===== src/design/crts_pkg.sv =====
// Shared types, widths and codes for the Catmull-Rom trail subdivider.
// No dependencies; every other design file imports this package.
package crts_pkg;

   // Configuration and widths.
   localparam int          MAX_DIVISIONS_DEF = 16;
   localparam int          DIV_COUNT_W       = 5;
   localparam logic [4:0]  DIV_COUNT_RESET   = 5'd4;
   localparam int          COORD_W           = 32;
   localparam int          AXIS_W            = 16;
   // Horner accumulator: coefficients stay below 26 * 2^31 in magnitude.
   localparam int          ACC_W             = 37;
   // Weight t in Q0.16, one spare bit for the running sum.
   localparam int          T_W               = 17;
   localparam int          T_FRAC            = 16;
   // Restoring division of 2^16 by N+1, one quotient bit per cycle.
   localparam int          RECIP_STEPS       = 17;
   localparam int          RECIP_CNT_W       = 5;
   localparam int          CSR_ADDR_W        = 3;
   localparam int          CSR_DATA_W        = 32;
   localparam logic [2:0]  FILL_FULL         = 3'd4;

   // Register index codes.
   localparam logic        REG_DIVISION_COUNT = 1'b0;

   // Horner step codes.
   localparam logic [1:0]  STEP_CUBIC = 2'd0;
   localparam logic [1:0]  STEP_QUAD  = 2'd1;
   localparam logic [1:0]  STEP_LIN   = 2'd2;
   localparam logic [1:0]  STEP_AXIS  = 2'd3;

   // Coordinate codes.
   localparam logic [1:0]  COORD_X = 2'd0;
   localparam logic [1:0]  COORD_Y = 2'd1;
   localparam logic [1:0]  COORD_Z = 2'd2;

   typedef struct packed {
      logic signed [COORD_W-1:0] pos_x;
      logic signed [COORD_W-1:0] pos_y;
      logic signed [COORD_W-1:0] pos_z;
      logic signed [AXIS_W-1:0]  axis_x;
      logic signed [AXIS_W-1:0]  axis_y;
      logic signed [AXIS_W-1:0]  axis_z;
      logic                      restart;
   } req_item_type;

   typedef struct packed {
      logic signed [COORD_W-1:0] out_x;
      logic signed [COORD_W-1:0] out_y;
      logic signed [COORD_W-1:0] out_z;
      logic signed [AXIS_W-1:0]  out_axis_x;
      logic signed [AXIS_W-1:0]  out_axis_y;
      logic signed [AXIS_W-1:0]  out_axis_z;
      logic                      last_of_run;
   } rsp_item_type;

   // Controls of the shared multiply-accumulate unit.
   typedef struct packed {
      logic load_mul;
      logic load_acc;
   } mac_ctrl_type;

   typedef enum logic [2:0] {
      ST_IDLE,
      ST_DIV,
      ST_PREP,
      ST_TSTEP,
      ST_MUL,
      ST_ACC,
      ST_CAP,
      ST_OUT
   } seq_state_type;

endpackage


===== src/design/catmull_rom_trail_subdivider_unit.sv =====
// Top level of the Catmull-Rom trail subdivider: point window, sequencer, CSR.
// Depends on crts_pkg, crts_recip and crts_mac.
//
//  channel | ports                      | direction | payload
//  --------+----------------------------+-----------+----------------
//  request | req_valid req_stall req_data | in      | req_item_type
//  result  | rsp_valid rsp_stall rsp_data | out     | rsp_item_type
//  config  | csr_psel .. csr_prdata     | in/out    | division_count
//
// A point that fills no window, or comes while the division count is zero,
// yields no result. Otherwise the item runs the serial reciprocal, then the
// coefficients, then 12 multiply-add passes per result through the one shared MAC.
// req_stall stays high until the last result of the item is taken.
// A stalled result holds in the output register. Reset is synchronous.
module catmull_rom_trail_subdivider_unit import crts_pkg::*; #(
   parameter int MAX_DIVISIONS = MAX_DIVISIONS_DEF
) (
   input  logic                  clock,
   input  logic                  reset,
   input  logic                  req_valid,
   output logic                  req_stall,
   input  req_item_type          req_data,
   output logic                  rsp_valid,
   input  logic                  rsp_stall,
   output rsp_item_type          rsp_data,
   input  logic                  csr_psel,
   input  logic                  csr_penable,
   input  logic                  csr_pwrite,
   input  logic [CSR_ADDR_W-1:0] csr_paddr,
   input  logic [CSR_DATA_W-1:0] csr_pwdata,
   output logic [CSR_DATA_W-1:0] csr_prdata,
   output logic                  csr_pready
);

   localparam int NW = $clog2(MAX_DIVISIONS + 1);
   localparam int DW = $clog2(MAX_DIVISIONS + 2);

   seq_state_type state_ff, state_in;

   logic [DIV_COUNT_W-1:0]  dc_ff;
   logic signed [COORD_W-1:0] pwin_ff [12];
   logic signed [AXIS_W-1:0]  awin_ff [9];
   logic [2:0]              fill_ff, fill_in;
   logic [NW-1:0]           n_ff, n_comb, j_ff;
   logic [1:0]              c_ff, s_ff;
   logic [T_W-1:0]          t_ff;
   logic [DW-1:0]           r_ff, d_run, d_comb;
   logic [DW:0]             rsum;
   logic signed [ACC_W-1:0] c3_ff [3];
   logic signed [ACC_W-1:0] c2_ff [3];
   logic signed [ACC_W-1:0] c1_ff [3];
   logic signed [ACC_W-1:0] c0_ff [3];
   logic signed [ACC_W-1:0] axb_ff [3];
   logic signed [ACC_W-1:0] axd_ff [3];
   rsp_item_type            rsp_ff;

   logic                    accept, rsp_take, will_run, div_start, div_done;
   logic [T_W-1:0]          quot;
   logic [DW-1:0]           rem;
   mac_ctrl_type            mac_ctrl;
   logic signed [ACC_W-1:0] mul_op, addend, acc;
   logic signed [ACC_W-1:0] e0, e1, e2, e3, hr;
   logic signed [COORD_W-1:0] pos_sat;
   logic                    csr_wr;

   // Configuration port.
   assign csr_pready = 1'b1;
   assign csr_wr     = csr_psel && csr_penable && csr_pwrite;
   assign csr_prdata = (csr_paddr[2] == REG_DIVISION_COUNT) ?
                       CSR_DATA_W'(dc_ff) : '0;

   always_ff @(posedge clock) begin
      if (reset) begin
         dc_ff <= DIV_COUNT_RESET;
      end else if (csr_wr && csr_paddr[2] == REG_DIVISION_COUNT) begin
         dc_ff <= csr_pwdata[DIV_COUNT_W-1:0];
      end
   end

   // Effective division count and its divisor N+1.
   always_comb begin
      if (32'(dc_ff) > MAX_DIVISIONS) begin
         n_comb = NW'(MAX_DIVISIONS);
      end else begin
         n_comb = NW'(dc_ff);
      end
      d_comb = DW'(n_comb) + DW'(1);
      d_run  = DW'(n_ff) + DW'(1);
   end

   // Window fill after this point.
   assign accept   = req_valid && !req_stall;
   assign rsp_take = rsp_valid && !rsp_stall;
   always_comb begin
      if (req_data.restart) begin
         fill_in = 3'd1;
      end else if (fill_ff < FILL_FULL) begin
         fill_in = fill_ff + 3'd1;
      end else begin
         fill_in = FILL_FULL;
      end
      will_run = (fill_in == FILL_FULL) && (n_comb != '0);
   end

   crts_recip #(.DW(DW)) u_recip (
      .clock   (clock),
      .reset   (reset),
      .start   (div_start),
      .divisor (d_run),
      .done    (div_done),
      .quot    (quot),
      .rem     (rem)
   );

   crts_mac u_mac (
      .clock  (clock),
      .ctrl   (mac_ctrl),
      .mul_op (mul_op),
      .tval   (t_ff),
      .addend (addend),
      .acc    (acc)
   );

   // Next state.
   always_comb begin
      state_in = state_ff;
      case (state_ff)
         ST_IDLE:  if (accept && will_run) state_in = ST_DIV;
         ST_DIV:   if (div_done) state_in = ST_PREP;
         ST_PREP:  if (c_ff == COORD_Z) state_in = ST_TSTEP;
         ST_TSTEP: state_in = ST_MUL;
         ST_MUL:   state_in = ST_ACC;
         ST_ACC:   state_in = (s_ff == STEP_AXIS) ? ST_CAP : ST_MUL;
         ST_CAP:   state_in = (c_ff == COORD_Z) ? ST_OUT : ST_MUL;
         ST_OUT: begin
            if (!rsp_stall) begin
               state_in = rsp_ff.last_of_run ? ST_IDLE : ST_TSTEP;
            end
         end
         default:  state_in = ST_IDLE;
      endcase
   end

   // Outputs of the sequencer.
   always_comb begin
      req_stall         = (state_ff != ST_IDLE);
      rsp_valid         = (state_ff == ST_OUT);
      div_start         = (state_ff == ST_IDLE) && accept && will_run;
      mac_ctrl.load_mul = (state_ff == ST_MUL);
      mac_ctrl.load_acc = (state_ff == ST_ACC);
      case (s_ff)
         STEP_CUBIC: begin
            mul_op = c3_ff[c_ff];
            addend = c2_ff[c_ff];
         end
         STEP_QUAD: begin
            mul_op = acc;
            addend = c1_ff[c_ff];
         end
         STEP_LIN: begin
            mul_op = acc;
            addend = c0_ff[c_ff];
         end
         STEP_AXIS: begin
            mul_op = axd_ff[c_ff];
            addend = axb_ff[c_ff];
         end
         default: begin
            mul_op = acc;
            addend = acc;
         end
      endcase
   end

   // Coefficients from the fixed slots; the window rotates coordinates in.
   always_comb begin
      e0 = ACC_W'(pwin_ff[9]);
      e1 = ACC_W'(pwin_ff[6]);
      e2 = ACC_W'(pwin_ff[3]);
      e3 = ACC_W'(pwin_ff[0]);
   end

   // Final halving with rounding, then saturation to 32 bits.
   always_comb begin
      hr = (acc + ACC_W'(1)) >>> 1;
      if (!hr[ACC_W-1] && (|hr[ACC_W-2:COORD_W-1])) begin
         pos_sat = {1'b0, {(COORD_W-1){1'b1}}};
      end else if (hr[ACC_W-1] && !(&hr[ACC_W-2:COORD_W-1])) begin
         pos_sat = {1'b1, {(COORD_W-1){1'b0}}};
      end else begin
         pos_sat = hr[COORD_W-1:0];
      end
   end

   assign rsum = {1'b0, r_ff} + {1'b0, rem};

   // Control registers.
   always_ff @(posedge clock) begin
      if (reset) begin
         state_ff <= ST_IDLE;
         fill_ff  <= '0;
      end else begin
         state_ff <= state_in;
         if (accept) begin
            fill_ff <= fill_in;
         end
      end
   end

   // Window, counters and datapath registers.
   always_ff @(posedge clock) begin
      case (state_ff)
         ST_IDLE: begin
            if (accept) begin
               for (int k = 3; k < 12; k++) begin
                  pwin_ff[k] <= req_data.restart ? '0 : pwin_ff[k-3];
               end
               for (int k = 3; k < 9; k++) begin
                  awin_ff[k] <= req_data.restart ? '0 : awin_ff[k-3];
               end
               pwin_ff[0] <= req_data.pos_x;
               pwin_ff[1] <= req_data.pos_y;
               pwin_ff[2] <= req_data.pos_z;
               awin_ff[0] <= req_data.axis_x;
               awin_ff[1] <= req_data.axis_y;
               awin_ff[2] <= req_data.axis_z;
               n_ff <= n_comb;
               j_ff <= '0;
               c_ff <= COORD_X;
               s_ff <= STEP_CUBIC;
               t_ff <= '0;
               r_ff <= d_comb >> 1;
            end
         end
         ST_PREP: begin
            c3_ff[c_ff]  <= e3 - e0 + 3 * (e1 - e2);
            c2_ff[c_ff]  <= 2 * e0 - 5 * e1 + 4 * e2 - e3;
            c1_ff[c_ff]  <= e2 - e0;
            c0_ff[c_ff]  <= 2 * e1;
            axb_ff[c_ff] <= ACC_W'(awin_ff[6]);
            axd_ff[c_ff] <= ACC_W'(awin_ff[3]) - ACC_W'(awin_ff[6]);
            // Three rotations bring every point back to its own order.
            for (int k = 0; k < 4; k++) begin
               pwin_ff[3*k]   <= pwin_ff[3*k+1];
               pwin_ff[3*k+1] <= pwin_ff[3*k+2];
               pwin_ff[3*k+2] <= pwin_ff[3*k];
            end
            for (int k = 0; k < 3; k++) begin
               awin_ff[3*k]   <= awin_ff[3*k+1];
               awin_ff[3*k+1] <= awin_ff[3*k+2];
               awin_ff[3*k+2] <= awin_ff[3*k];
            end
            c_ff <= (c_ff == COORD_Z) ? COORD_X : c_ff + 2'd1;
         end
         ST_TSTEP: begin
            // Next weight: add the quotient and fold the remainder once.
            if (rsum >= {1'b0, d_run}) begin
               r_ff <= DW'(rsum - {1'b0, d_run});
               t_ff <= t_ff + quot + T_W'(1);
            end else begin
               r_ff <= DW'(rsum);
               t_ff <= t_ff + quot;
            end
            c_ff <= COORD_X;
            s_ff <= STEP_CUBIC;
            rsp_ff.last_of_run <= (j_ff == n_ff - NW'(1));
         end
         ST_MUL: begin
            if (s_ff == STEP_AXIS) begin
               case (c_ff)
                  COORD_X: rsp_ff.out_x <= pos_sat;
                  COORD_Y: rsp_ff.out_y <= pos_sat;
                  default: rsp_ff.out_z <= pos_sat;
               endcase
            end
         end
         ST_ACC: begin
            s_ff <= s_ff + 2'd1;
         end
         ST_CAP: begin
            case (c_ff)
               COORD_X: rsp_ff.out_axis_x <= acc[AXIS_W-1:0];
               COORD_Y: rsp_ff.out_axis_y <= acc[AXIS_W-1:0];
               default: rsp_ff.out_axis_z <= acc[AXIS_W-1:0];
            endcase
            c_ff <= (c_ff == COORD_Z) ? COORD_X : c_ff + 2'd1;
         end
         ST_OUT: begin
            if (rsp_take) begin
               j_ff <= j_ff + NW'(1);
            end
         end
         default: begin
         end
      endcase
   end

   assign rsp_data = rsp_ff;

endmodule


===== src/design/crts_recip.sv =====
// Bit-serial restoring divider that forms floor(2^16 / d) and 2^16 mod d.
// Depends on crts_pkg for the step count and weight width.
module crts_recip import crts_pkg::*; #(
   parameter int DW = 5
) (
   input  logic          clock,
   input  logic          reset,
   input  logic          start,
   input  logic [DW-1:0] divisor,
   output logic          done,
   output logic [T_W-1:0] quot,
   output logic [DW-1:0] rem
);

   logic [DW-1:0]          rem_ff, rem_in;
   logic [T_W-1:0]         quot_ff, quot_in;
   logic [RECIP_CNT_W-1:0] cnt_ff, cnt_in;
   logic                   busy_ff, busy_in;
   logic                   done_ff, done_in;
   logic [DW:0]            trial;
   logic                   dbit;

   // One quotient bit per cycle; the dividend is a single one in its top bit.
   always_comb begin
      dbit    = (cnt_ff == RECIP_CNT_W'(RECIP_STEPS));
      trial   = {rem_ff, dbit};
      rem_in  = rem_ff;
      quot_in = quot_ff;
      cnt_in  = cnt_ff;
      busy_in = busy_ff;
      done_in = 1'b0;
      if (start) begin
         rem_in  = '0;
         quot_in = '0;
         cnt_in  = RECIP_CNT_W'(RECIP_STEPS);
         busy_in = 1'b1;
      end else if (busy_ff) begin
         if (trial >= {1'b0, divisor}) begin
            rem_in  = DW'(trial - {1'b0, divisor});
            quot_in = {quot_ff[T_W-2:0], 1'b1};
         end else begin
            rem_in  = DW'(trial);
            quot_in = {quot_ff[T_W-2:0], 1'b0};
         end
         cnt_in = cnt_ff - RECIP_CNT_W'(1);
         if (cnt_ff == RECIP_CNT_W'(1)) begin
            busy_in = 1'b0;
            done_in = 1'b1;
         end
      end
   end

   always_ff @(posedge clock) begin
      rem_ff  <= rem_in;
      quot_ff <= quot_in;
      cnt_ff  <= cnt_in;
      if (reset) begin
         busy_ff <= 1'b0;
         done_ff <= 1'b0;
      end else begin
         busy_ff <= busy_in;
         done_ff <= done_in;
      end
   end

   assign done = done_ff;
   assign quot = quot_ff;
   assign rem  = rem_ff;

endmodule


===== src/design/crts_mac.sv =====
// Shared multiply-accumulate unit: acc = addend + round(op * t / 2^16).
// Depends on crts_pkg for widths and the control struct.
module crts_mac import crts_pkg::*; (
   input  logic                    clock,
   input  mac_ctrl_type            ctrl,
   input  logic signed [ACC_W-1:0] mul_op,
   input  logic [T_W-1:0]          tval,
   input  logic signed [ACC_W-1:0] addend,
   output logic signed [ACC_W-1:0] acc
);

   localparam int PW = ACC_W + T_W + 1;

   logic signed [PW-1:0]        prod_ff, prod_in;
   logic signed [ACC_W-1:0]     acc_ff, acc_in;
   logic signed [PW-T_FRAC-1:0] shifted;
   logic signed [ACC_W-1:0]     carry;

   // Multiply phase: the product is registered before the add.
   assign prod_in = mul_op * $signed({1'b0, tval});

   // Add phase: rounding half up is the top dropped bit as a carry in.
   assign shifted = prod_ff[PW-1:T_FRAC];
   assign carry   = $signed({{(ACC_W-1){1'b0}}, prod_ff[T_FRAC-1]});
   assign acc_in  = addend + ACC_W'(shifted) + carry;

   always_ff @(posedge clock) begin
      if (ctrl.load_mul) begin
         prod_ff <= prod_in;
      end
      if (ctrl.load_acc) begin
         acc_ff <= acc_in;
      end
   end

   assign acc = acc_ff;

endmodule


===== config.mk =====
export PLATFORM = sky130hd
export DESIGN_NAME = catmull_rom_trail_subdivider_unit
export DESIGN_NICKNAME = d
export VERILOG_FILES = /design/src/design/crts_pkg.sv /design/src/design/catmull_rom_trail_subdivider_unit.sv /design/src/design/crts_recip.sv /design/src/design/crts_mac.sv
export SDC_FILE = /design/constraint.sdc
export NUM_CORES = 2
export LEC_CHECK = 0
export CORE_MARGIN = 1.5
export CORE_UTILIZATION = 55
export CTS_CLUSTER_DIAMETER = 150
export DETAILED_ROUTE_END_ITERATION = 6
export DONT_BUFFER_PORTS = 1
export HOLD_SLACK_MARGIN = 0.05
export PLACE_DENSITY = 0.78
export SLEW_MARGIN = 40
export SYNTH_ARGS = -nofsm -noshare
export SYNTH_HDL_FRONTEND = slang
export SYNTH_SLANG_ARGS = --single-unit

===== constraint.sdc =====
create_clock -name clock -period 22.1 [get_ports clock]
set_input_delay 0 -clock clock [delete_from_list [all_inputs] [get_ports clock]]
set_output_delay 0 -clock clock [all_outputs]
set_load 0.05 [all_outputs]

==> out/metrics.cfg <==
[yosys]
synth_cell_types=104
yosysSeqAreaShare_pct=43.86
synth_ff_type=edfxtp_1
synth-edff-count=1300
syn_avg_cell_area_um2=11.06
yosys-top-cells-area=edfxtp_1 (43%), fa_1 (17%), ha_1 (6.3%), nand2_1 (6.1%), inv_1 (3.7%)
netlist_instances=8217
netlist_area_mm2=0.09091
yosys.area.top_type=edfxtp_1
yosysWarnings=0
async_flop_share_pct=0
ys_ff_latch=1342
synth_top_area_share_pct=42.94

[routing]
wire_per_inst_um=21.09
drc=7
vias=62440
ant_nets=0
first_pass_iters=7
finalWirelength_mm=225.3
drtIter0Drc=7464
viasPerCell=5.845

[run]
maxCapViolations=0

[setup_path]
cp.required_ps=22610
arrival_ps=10130
path_buf_inv=7
crit_type=flip-flop to flip-flop
r2r_slack_ps=12480
cp-end-kind=flip-flop
r2r_cells=27
path_depth=27
slowest_delay_ps=800
rr_endpoint=u_mac.prod_ff[47]
start_kind=flip-flop
crit_path_frequent_cell=fa_1
crit_path_max_fanout=74
path_delay_family=adder cells
critPathSlowestCell=dfxtp_4

[sta]
maxSlewHeadroom_pct=36.26
setup_tns_ps=0
min_period_ps=9620
rsz0062_at_grt=false
hold_viol=0
finalSetupViolCount=0
skew_ps=49.69
max_freq_mhz=104.0
drv_slew=0
post-route-period-util_pct=43.53
worst_pin_slew_ps=952.9

[global_routing]
gr-usage-all-layers_pct=26.76
gr-total-overflow=0
grt_max_degree=389
grt_pass1_vias=63920
grt_pass1_wl_mm=353.5
antenna_found_initial=8

[cts]
cts_buffer_depth=3
clk_latency_ps=780
post-cts-setup-buffers=0
path_clk_slew_ps=60
clkSinkCount=1342
htreeDepth=4
hold_buffers=301
cts_inserted_buffers=142
cts-resized-gates=0
root_buffer=clkbuf_16
cts_tree=built

[floorplan]
num_rows=149
ios=367
die_h_um=409.6
core-area_mm2=0.1646
start_util_pct=55.23
dieArea_mm2=0.1677
die_w_um=409.6

[cells_and_area]
final_common_cell=nand2_1
drive_gt1_share_pct=6.031
final_cells=10680
final_cell_mix=nand2_1 (1466), edfxtp_1 (1300), inv_1 (900)
final_util_pct=61.44
area_delta_synth_final_pct=11.25
final_area_mm2=0.1011
fillers=12040
fin_nets=9776

[worst_hold_path]
holdPathEnd=pwin_ff[0][31]
worstHoldStart=req_data[144]
min_path_type=input port to flip-flop
hold_depth=3

[placement]
io_buffers=0
dp_cells=10120
post-dp-hpwl_mm=155.1
routabilityCongestion=0.9115
place_area_mm2=0.09326

[status]
status=finished with violations
violations=DRC

[kinds of logic (layout without fill, tap and decap cells)]
family / Yosys count / in the layout / synth area share, %
and+or+nand+nor: 2706 / 2706 / 14.21
DFF: 1342 / 1342 / 43.86
buffers and inverters: 1303 / 1549 / 5.543
adders and majority gates: 1214 / 1214 / 22.94
AOI/OAI and AO/OA: 1139 / 1139 / 8.006
xor gates and xnor gates: 281 / 281 / 2.730
muxes: 230 / 230 / 2.693
other: 2 / 34 / 0.008260
[flip-flops by register name, summed over array words and instances (netlist names), 51 cells and up, named ones only]
register	count
awin_ff	144
c1_ff	99
axd_ff	51
c2_ff	111
c0_ff	96
rsp_data	145
c3_ff	111
pwin_ff	384
[worst max path at each step]
stage	startpoint	endpoint	slack, ps
2_1_floorplan	state_ff[2]	axb_ff[0][0]	4050
3_3_place_gp	flip-flop	u_mac.prod_ff[52]	12520
3_5_place_dp	flip-flop	u_mac.prod_ff[47]	12420
4_1_cts	flip-flop	u_mac.prod_ff[47]	12340
5_1_grt	flip-flop	u_mac.prod_ff[47]	11900
6_report	flip-flop	u_mac.prod_ff[47]	12480
[synthesized netlist by cell type, drive strengths merged, types with 34 or more instances]
library cell and n:
dfxtp 42, a21o 106, nand3b 275, nor2b 73, nand2b 118, o31ai 48
clkbuf 329, ha 459, nor3 49, and3 34, inv 901, nand2 1467
mux2 114, edfxtp 1300, nand3 67, xor2 97, a221oi 35, mux2i 116
nor2 280, fa 755, o21a 44, a211oi 64, buf 73, a21oi 295
xnor2 183, o21ai 357, and2 250
[layout make-up]
class,instances,area (µm²),area share [%]
Sequential cell,1342,39890,39.43
Timing Repair Buffer,390,3949,3.904
Antenna cell,6,15.01,0.01484
Clock buffer,175,3720,3.678
Clock inverter,83,1025,1.013
Inverter,901,3390,3.351
Multi-Input combinational cell,5598,46420,45.90
Tap cell,2189,2739,2.708
[stage by stage]
step	hold WS [ps]	setup slack, ps
final	93.22	12480
after global routing	84.09	11900
after CTS	60.02	12340
after detailed placement	79.00	12420
after global placement	75.96	12520
after floorplan	76.74	4052
[worst reg2reg max path: cells and delay by family, from the launching register on]
family                     cells  cell delay [ps]
adders and majority gates      7             3230
AOI/OAI and AO/OA              9             2520
buffers and inverters          7             2050
DFF                            1              800
and+or+nand+nor                3              620
xor gates and xnor gates       1              160
[routing by layer]
layer	track usage [%]	part of all wire [%]	vias to the layer above
met2	42.55	47	2975
met4	8.953	3.3	4
met1	36.99	41	30990
met3	5.215	9.2	434
li1	-	-	28040
met5	0	0.013	-
Power is not shown: default switching activity piles up to over one toggle a cycle in this logic, so the estimate is an artifact.
